===== src/hw/rtl/gsa_pkg.sv =====
// Shared constants, codes and transaction types of the generational slot allocator.
`timescale 1ns / 1ps
`default_nettype none
package gsa_pkg;

  localparam int SLOTS    = 256;
  localparam int SLOT_W   = $clog2(SLOTS);
  localparam int GRP_SIZE = 16;
  localparam int OFF_W    = $clog2(GRP_SIZE);
  localparam int GRPS     = SLOTS / GRP_SIZE;
  localparam int GRP_W    = SLOT_W - OFF_W;

  localparam int ACT_W  = 2;
  localparam int IDX_W  = 8;
  localparam int GEN_W  = 32;
  localparam int KIND_W = 3;
  localparam int CNT_W  = 9;
  localparam int LIM_W  = 9;
  localparam int STS_W  = 2;

  localparam logic [LIM_W-1:0] LIMIT_RESET = LIM_W'(256);

  // Action codes on the input channel.
  localparam logic [ACT_W-1:0] ACT_ALLOC  = 2'd0;
  localparam logic [ACT_W-1:0] ACT_LOOKUP = 2'd1;
  localparam logic [ACT_W-1:0] ACT_FREE   = 2'd2;

  // Status codes on the result channel.
  localparam logic [STS_W-1:0] STS_OK         = 2'd0;
  localparam logic [STS_W-1:0] STS_FULL       = 2'd1;
  localparam logic [STS_W-1:0] STS_INVALID    = 2'd2;
  localparam logic [STS_W-1:0] STS_EMPTY_FREE = 2'd3;

  typedef enum logic [1:0] {
    OP_ALLOC  = 2'd0,
    OP_LOOKUP = 2'd1,
    OP_FREE   = 2'd2,
    OP_REJECT = 2'd3
  } op_t;

  typedef struct packed {
    op_t               op;
    logic [IDX_W-1:0]  idx;
    logic [GEN_W-1:0]  hgen;
    logic [KIND_W-1:0] kind;
    logic [LIM_W-1:0]  lim;
  } cmd_t;

  typedef struct packed {
    logic [STS_W-1:0]  status;
    logic [IDX_W-1:0]  idx;
    logic [GEN_W-1:0]  gen;
    logic [KIND_W-1:0] kind;
    logic [CNT_W-1:0]  count;
  } res_t;

endpackage
`default_nettype wire


===== src/hw/rtl/gsa_front.sv =====
// Front end: limit register, input classification and the two-entry command queue.
`timescale 1ns / 1ps
`default_nettype none
module gsa_front (
  input  wire logic                        clk,
  input  wire logic                        rst_n,
  input  wire logic                        in_push,
  output logic                             in_full,
  input  wire logic [gsa_pkg::ACT_W-1:0]   in_action,
  input  wire logic [gsa_pkg::IDX_W-1:0]   in_slot_index,
  input  wire logic [gsa_pkg::GEN_W-1:0]   in_handle_generation,
  input  wire logic [gsa_pkg::KIND_W-1:0]  in_new_kind,
  input  wire logic                        cfg_we,
  input  wire logic [gsa_pkg::LIM_W-1:0]   cfg_wdata,
  output logic                             cmd_valid,
  output gsa_pkg::cmd_t                    cmd,
  input  wire logic                        cmd_pop
);

  logic [gsa_pkg::LIM_W-1:0] limit_r;
  logic [gsa_pkg::LIM_W-1:0] lim;
  gsa_pkg::cmd_t             cls;
  gsa_pkg::cmd_t             q_r [2];
  logic                      head_r, head_nxt;
  logic [1:0]                cnt_r, cnt_nxt;
  logic                      push, pop, tail;

  always_ff @(posedge clk) begin
    if (!rst_n) begin
      limit_r <= gsa_pkg::LIMIT_RESET;
    end else if (cfg_we) begin
      limit_r <= cfg_wdata;
    end
  end

  assign lim = (limit_r > gsa_pkg::LIM_W'(gsa_pkg::SLOTS)) ?
               gsa_pkg::LIM_W'(gsa_pkg::SLOTS) : limit_r;

  // Anything that cannot touch the table is turned into a reject here, so the
  // back end only ever sees work it must carry out or a fixed answer.
  always_comb begin
    cls      = '0;
    cls.op   = gsa_pkg::OP_REJECT;
    cls.idx  = in_slot_index;
    cls.hgen = in_handle_generation;
    cls.kind = in_new_kind;
    cls.lim  = lim;
    unique case (in_action)
      gsa_pkg::ACT_ALLOC: begin
        if (in_new_kind == '0) begin
          cls.idx = '0;
        end else begin
          cls.op = gsa_pkg::OP_ALLOC;
        end
      end
      gsa_pkg::ACT_LOOKUP: begin
        if (({1'b0, in_slot_index} < lim) && (in_handle_generation != '0)) begin
          cls.op = gsa_pkg::OP_LOOKUP;
        end
      end
      gsa_pkg::ACT_FREE: begin
        cls.op = gsa_pkg::OP_FREE;
      end
      default: begin
        cls.idx = '0;
      end
    endcase
  end

  assign in_full   = (cnt_r == 2'd2);
  assign cmd_valid = (cnt_r != 2'd0);
  assign cmd       = q_r[head_r];
  assign push      = in_push && !in_full;
  assign pop       = cmd_pop && cmd_valid;
  assign tail      = head_r ^ cnt_r[0];

  always_comb begin
    head_nxt = head_r ^ pop;
    cnt_nxt  = cnt_r + {1'b0, push} - {1'b0, pop};
  end

  always_ff @(posedge clk) begin
    if (!rst_n) begin
      head_r <= 1'b0;
      cnt_r  <= 2'd0;
    end else begin
      head_r <= head_nxt;
      cnt_r  <= cnt_nxt;
    end
  end

  always_ff @(posedge clk) begin
    if (push) begin
      q_r[tail] <= cls;
    end
  end

endmodule
`default_nettype wire


===== config.mk =====
export PLATFORM = sky130hd
export DESIGN_NAME = gsa_front
export DESIGN_NICKNAME = d
export VERILOG_FILES = /design/src/hw/rtl/gsa_pkg.sv /design/src/hw/rtl/gsa_front.sv
export SDC_FILE = /design/constraint.sdc
export NUM_CORES = 1
export LEC_CHECK = 0
export BUFFER_PORTS_ARGS = -buffer_cell sky130_fd_sc_hd__buf_2
export CAP_MARGIN = 25
export CORE_MARGIN = 2
export CORE_UTILIZATION = 50
export DETAILED_ROUTE_END_ITERATION = 12
export PLACE_DENSITY = 0.77
export SLEW_MARGIN = 40
export SYNTH_ARGS = -nofsm -noshare
export SYNTH_HDL_FRONTEND = slang
export SYNTH_SLANG_ARGS = --single-unit

===== constraint.sdc =====
create_clock -name clk -period 9.3 [get_ports clk]
set_input_delay 0.93 -clock clk [delete_from_list [all_inputs] [get_ports clk]]
set_output_delay 0.93 -clock clk [all_outputs]
set_load 0.05 [all_outputs]

==> results of run 1 <==
## synthesized netlist by cell type (2+ instances only)
cell type,count
mux2_2,54
nand2b_1,8
dfxtp_1,13
and2_1,9
nor2b_1,13
mux2i_1,9
nand3_1,2
edfxtp_1,108
inv_1,13
nor4_1,8
xnor2_1,4
clkbuf_1,3
nand4_1,3
nand2_1,2
a21oi_1,4
ha_1,13
buf_2,7
nor3_1,3
## per-stage QoR
step	worst slack [ns]	instances	area, µm²	power (mW)
after floorplan	5.39	287	4880	1.48
after global placement	6.83	527	5610	1.65
after detailed placement	6.82	527	5610	1.66
after CTS	6.28	559	6250	2.36
after global routing	6.22	559	6250	2.44
final	6.32	559	6250	2.34
## kinds of logic after synthesis
family                   after synthesis
flip-flops                           121
multiplexers                          63
AND/OR/NAND/NOR                       53
buffers and inverters                 23
adder cells (fa/ha/maj)               13
AO/OA/AOI/OAI                         10
XOR/XNOR                               4
## worst reg2reg max path, delay by kind of cell (launching register included)
family	cells	cell delay, ns
flops	1	0.57
fa+ha+maj	1	0.27
compound gates	4	0.69
simple gates	1	0.22
## power groups by stage
stage	Clock [mW]	Combinational, mW	Sequential (mW)
floorplan	0	0.659	0.819
global placement	0	0.833	0.814
detailed placement	0	0.841	0.822
CTS	0.709	0.843	0.812
global route	0.733	0.880	0.824
finish	0.696	0.831	0.811
## registers in the layout (all words and copies together) (netlist names), named ones only
signal	count
head_r	1
q_r	108
limit_r	9
cnt_r	2
## placed cells by master, fill, tap and decap left out, types with 8 or more instances in the layout
cell       count
and2_1         9
buf_2        114
clkbuf_16     16
dfxtp_1       12
edfxtp_1     108
ha_1          13
inv_1         13
mux2_2        54
mux2i_1        9
nand2b_1       8
nor2b_1       12
nor4_1         8
## worst paths after layout
path                end  slack (ns)       start  depth (start not counted)
max reg2reg  q_r[1][53]        7.25  limit_r[8]                          6
min reg2reg  limit_r[3]        0.52  limit_r[3]                          2
min          limit_r[3]        0.52  limit_r[3]                          2
max             cmd[51]        6.32        flop                          3
## layer usage
| layer | share of wire [%] | GRT usage [%] |
|---|---|---|
| met5 | 0 | 0 |
| met2 | 50 | 30.6 |
| met1 | 42 | 20.5 |
| met3 | 7.0 | 6.58 |
| met4 | 0.86 | 5.16 |
## layout make-up
type / instances / share of cell area (%)
flip-flops and latches: 121 / 56.1
clock buffers: 18 / 6.68
inverters: 13 / 0.780
clock inverters: 14 / 3.54
repair buffers: 117 / 9.49
well taps: 133 / 2.66
multi-input cells: 143 / 20.8
==> impl_results.md, run 1 <==
- Status: complete, no violations
- Synth Area in Simple Gates: 6.56%
- Register area: approximately 0.0035 mm²
- Layout Nets: roughly 490
- CTS tree: yes
- WP data arrival: about 2.1 ns
- Power share of the sequential group: between 30% and 40%
- Avg WL per Cell: approximately 16 µm
- Setup violators final: 0
- Die area: approximately 0.011 mm²
- Initial core utilization: approximately 51%
- Clk_lat worst skew: roughly 0.50 ns
- EDFF count, synth: approximately 110
- Die Y: 103 µm
- Hold WC Path Type: flop to flop
- Postcts setup bufs: 0
- Seq/Total Area, Yosys: 71.7%
- Avg Cell Area, Syn: 17.0 µm²
- Vias in the first global route: roughly 2800
- Slew headroom: ~50%
- CP Cell Sequence: buf_4, mux2_2, buf_2
- WL final: 9160 µm
- Synth Warn #: 0
- Worst hold margin: 0.517 ns
- Main combinational cell family by area after synthesis: multiplexers
- Pwr dens: approximately 370 mW/mm²
- Ant. Diodes: 0
- Vias per inst: 5.07
- Clk buf depth: 2
- Largest net degree at the start of global routing: between 50 and 60
- CTS Buf Count: 17
- Worst Path Required: ~8.4 ns
- Fin crit share: 32.0%
- Filler cells: approximately 730
- Clock Power Share: around 30%
- Net Sw Frac: 37.6%
- Max IR drop VDD: 0.256 mV
- Area of the multi-input gates: approximately 0.0013 mm²
- Mapped cell area: about 0.0049 mm²
- Port buffer count: between 100 and 150
- Die Width: just over 100 µm
- Total Routing Usage GR: between 10% and 20%
- # clock sinks: ~120
- CP top delay family: buffers and inverters
- Yosys cell types: 29
- Fraction of registers with async set/reset: 0%
- Adder-cell share of the synthesized area: approximately 3.3%
- Psw: between 800 and 900 µW
- Layout cell share with drive strength beyond 1: 48.8%
- Vias: about 2800
- Proportion of synthesized area in mux cells: 14.3%
- DRT iter0 DRCs: 78
- Dominant cell type by area after synthesis: edfxtp_1
- RePlAce Congestion: ~0.75
- DRT Pass-1 Iters: 4
- Gate power share: between 30% and 40%
- FF+latch count, synth: 121
- RSZ-0062 raised after global routing: false
- Final Hold Viols: 0
- Post-synth top flop: edfxtp_1
- Max Clock Freq: approximately 340 MHz
- Row count: 36
- Max cap viols: 0
- Synth top area share: approximately two thirds
- Total internal power: about 1.5 mW
- H-Tree Depth: 4
- Crit-path max FO: 54
- Crit-path max cell delay: approximately 0.56 ns
- CP max stage cell: buf_4
- Initial antenna violation count: 0
- Layout Skew: around 0.007 ns
- Synth Area in Compound Gates: 1.41%
- Core ar.: between 0.009 and 0.01 mm²
- Buffers plus inverters on the worst setup path: 2
- Final Critical Period: roughly 3.0 ns
- Dpl hpwl: 6110 µm
- Post-route ant nets: 0
- Residual overflow from global routing: 0
- XOR/XNOR Fraction of Synth Area: less than 1%
- Synth Instances: approximately 290
- Worst Setup End Kind: primary output
- Setup TNS: 0 ns
- Synthesis-to-layout area growth: 28.0%
- Startpoint Class: flop
- First-pass GRT wire length: 13700 µm
- Synth top area cells: edfxtp_1 (66%), mux2_2 (12%), dfxtp_1 (5.3%), ha_1 (3.3%), mux2i_1 (1.8%)
- Synthesized net count: around 360
- Hold Buf Count CTS: 0
- DRC errors left: 0
- I/O pin count: 115
- Setup Crit Path Kind: flop to primary output
- Clk root buf: clkbuf_8
- Gates resized, CTS repair: 0
- Clock-pin slew on the worst setup and hold paths: ~0.06 ns
- Core Util, Final: 64.9%
- Actual slew at the worst max-slew pin: between 0.7 and 0.8 ns
- Slew Limit Fails: 0
- Cell leakage power: between 2 and 2.5 nW
(Power assumes the default switching activity.)
==> run 2, diff against run 1 <==
ABC_AREA = 1   (was unset)
CORE_UTILIZATION = 48   (was 50)
clock period = 2.55 ns   (was 9.3 ns; I/O delays follow)
==> run 2 against run 1 <==
Effect of this change: count of clock-buffer cells in the layout rose by 2; clock skew rose by 0.0041 ns; register-to-register slack got worse by 6.8 ns; sequential cell count did not move; hold slack got worse by 0.47 ns; non-clock buffer count rose by 43; highest routed layer unchanged.
==> impl_results.md, run 2 <==
- Top Registers: q_r x108, limit_r x9, cnt_r x2
- Net Sw Frac: 38.6% (+1.0 points)
- RePlAce Congestion: 0.801 (+7.1%)
- Clock-pin slew on the worst setup and hold paths: 0.06 ns (about the same)
- Grt met3 use: 5.47% (-1.1 points)
- Synthesized net count: 415 (+16%)
- Max Clock Freq: between 400 and 500 MHz
- Port buffer count: 114 (unchanged)
- Initial antenna violation count: 0 (unchanged)
- Hold Path End: limit_r[2]
- Synth Warn #: 0 (unchanged)
- Yosys cell types: 27 (-6.9%)
- Final Critical Period: 2.25 ns
- Ant. Diodes: 0 (unchanged)
- Pwr Total: 8.71 mW (+270%)
- Slew Limit Fails: 0 (unchanged)
- Gate power share: 38.4% (+2.9 points)
- Die Width: 107 µm (+3.7%)
- Post-route ant nets: 0 (unchanged)
- WP data arrival: 1.99 ns (-0.06 ns)
- WL final: 9950 µm (+8.6%)
- Crit-path max FO: 22 (-59%)
- Met1 usage: 21.8% (+1.3 points)
- Initial core utilization: 49.2% (-1.5 points)
- Synth Instances: 343 (+20%)
- Clk buf depth: 2 (unchanged)
- Residual overflow from global routing: 0 (unchanged)
- Avg Cell Area, Syn: 14.7 µm² (-13%)
- I/O pin count: 115 (unchanged)
- Power share of the sequential group: 34.8% (about the same)
- Die Y: 107 µm (+3.7%)
- Post-synth top flop: edfxtp_1
- HP Start: cfg_wdata[2]
- Vias: 3219 (+14%)
- Worst Setup End Kind: primary output
- Layout Nets: 585 (+21%)
- Layout cell share with drive strength beyond 1: 37.1% (-12 points)
- Psw: 3.37 mW (+280%)
- Postcts setup bufs: 0 (unchanged)
- M2 GR Usage: 31.7% (+1.1 points)
- Setup Crit Path Kind: flop to primary output
- Die area: 0.0114 mm² (+7.6%)
- Total Routing Usage GR: 18.3% (+0.71 points)
- Hold Buf Count CTS: 42 (+42)
- Hold WC Path Type: input pin to flop
- CTS tree: yes
- Vias per inst: 4.86 (-4.1%)
- Avg WL per Cell: 15.0 µm (-8.3%)
- Core ar.: 0.0103 mm² (+6.6%)
- Seq/Total Area, Yosys: 69.3% (-2.5 points)
- Startpoint Class: flop
- Most frequent cells in the layout: buf_2 (114), edfxtp_1 (108), nor2_1 (43), dlygate4sd3_1 (42), inv_1 (36)
- EDFF count, synth: 108 (unchanged)
- Row count: 37 (+2.8%)
- Number of flip-flops under the largest register name: 108 (unchanged)
- Post-synth top cells: edfxtp_1 (108), nor2_1 (45), inv_1 (36)
- Gates resized, CTS repair: 0 (unchanged)
- Cell leakage power: 2.81 nW (+14%)
- FF+latch count, synth: 121 (unchanged)
- Max IR drop VDD: 1.35 mV (+430%)
- Layout Skew: 0.0112 ns (+0.00408 ns)
- Vias in the first global route: 3260 (+16%)
- Clock Power Share: 26.7% (-3.1 points)
- Fraction of registers with async set/reset: 0% (unchanged)
- Largest net degree at the start of global routing: 55 (unchanged)
- Final Hold Viols: 0 (unchanged)
- DRC errors left: 0 (unchanged)
- Fin crit share: roughly nine tenths
- Synthesis-to-layout area growth: 34.8%
- Design area: 0.00682 mm² (+9.0%)
- Clk_lat worst skew: 0.51 ns (about the same)
- DRT iter0 DRCs: 150 (+92%)
- Top reg by flops: q_r
- CTS Buf Count: 17 (unchanged)
- Status: complete, no violations
- Total internal power: 5.35 mW (+270%)
- Most common cell in the netlist: edfxtp_1
- Mapped cell area: 0.00506 mm² (+3.6%)
- RSZ-0062 raised after global routing: false
- Clk root buf: clkbuf_8
- Worst reg2reg path endpoint: q_r[1][53]
- FF-to-FF path depth: 15 (+9)
- First-pass GRT wire length: 15600 µm (+14%)
- Worst r2r src: limit_r[5]
- Placed Area: 0.00581 mm² (+3.6%)
- Pwr dens: 1280 mW/mm² (+240%)
- H-Tree Depth: 4 (unchanged)
- Dominant cell type by area after synthesis: edfxtp_1
- Worst Path Required: 2.30 ns (-6.07 ns)
- Worst hold path depth: 3 (+1)
- Synth top area share: 64.1% (-2.3 points)
- # clock sinks: 121 (unchanged)
- R2R Setup Slk: 0.45 ns (-6.80 ns)
- Dpl hpwl: 6400 µm (+4.7%)
- Setup violators final: 0 (unchanged)
- DRT Pass-1 Iters: 4 (unchanged)
- Grt peak-use layer: met2
- Commonest non-fill, non-tap cell in the layout: buf_2
- Slew headroom: 54.4% (+3.4 points)
- Max cap viols: 0 (unchanged)
- Synth top area cells: edfxtp_1 (64%), mux2_2 (5.3%), dfxtp_1 (5.1%), mux2_1 (4.5%), nor2_1 (3.3%)
- Actual slew at the worst max-slew pin: 0.678 ns (-0.0580 ns)
==> run 2: cell types whose count changed in the layout (fill, tap and decap cells not counted), sizes merged, moves of 12 or more <==
cell	before	now
nand2	2	24
nor2b	13	0
o21ai	0	12
dlygate4sd3	0	42
inv	14	37
nor2	2	52
==> run 2: power by group through the flow <==
stage | registers, mW | logic [mW] | clock network, mW
finish | 3.04 | 3.35 | 2.33
global route | 3.09 | 3.52 | 2.46
CTS | 3.04 | 3.38 | 2.38
detailed placement | 3.07 | 3.32 | 0
global placement | 3.03 | 3.30 | 0
floorplan | 3.02 | 2.61 | 0
==> run 2: cell type report <==
cell class / instances / area [µm²]
clock buffers: 20 / 425
clock inverters: 12 / 155
fillers: 750 / 3460
inverters: 37 / 139
multi-input cells: 176 / 1350
flip-flops and latches: 121 / 3500
well taps: 136 / 170
repair buffers: 160 / 1070
==> run 2: metrics by stage <==
step / hold WS (ns) / instances / setup TNS, ns / worst slack, ns / util, %
after floorplan: 0.354 / 343 / -81.16 / -0.760 / -
after global placement: 0.446 / 588 / 0 / 0.568 / 56.6
after detailed placement: 0.457 / 588 / 0 / 0.439 / 56.6
after CTS: 0.00508 / 662 / 0 / 0.247 / 66.3
after global routing: 0.0371 / 662 / 0 / 0.195 / 66.3
final: 0.0476 / 662 / 0 / 0.300 / 66.3
==> run 2: kinds of logic (layout without fill, tap and decap cells) <==
kind of cell               Yosys count  count (layout)  share of synthesized area, %
muxes                               54              54                          12.8
adders and majority gates           13              13                          3.22
DFF                                121             121                          69.3
buffers and inverters               46             229                          4.33
and+or+nand+nor                     85              85                          7.60
xor gates and xnor gates             3               3                         0.520
AOI/OAI and AO/OA                   21              21                          2.30
==> run 2: layer usage <==
metal  vias to the layer above  routed length, µm
met4                         0                105
met1                      1551               4140
met5                         -                  0
met2                       105               5190
li1                       1552                  -
met3                        11                513
==> run 2: worst max-delay path by stage <==
stage / startpoint / endpoint / slack, ns / depth (start not counted)
finish: flop / cmd[18] / 0.30 / 3
global route: flop / cmd[22] / 0.20 / 3
CTS: flop / cmd[22] / 0.25 / 3
detailed placement: limit_r[5] / q_r[1][53] / 0.44 / 15
global placement: limit_r[1] / q_r[0][53] / 0.57 / 15
floorplan: cnt_r[0] / q_r[0][0] / -0.76 / 3
==> run 2: critical path: stages, from the launching register on <==
cell,delay (ns)
dfxtp_2,0.65
buf_12,0.25
mux2_2,0.36
buf_2,0.22
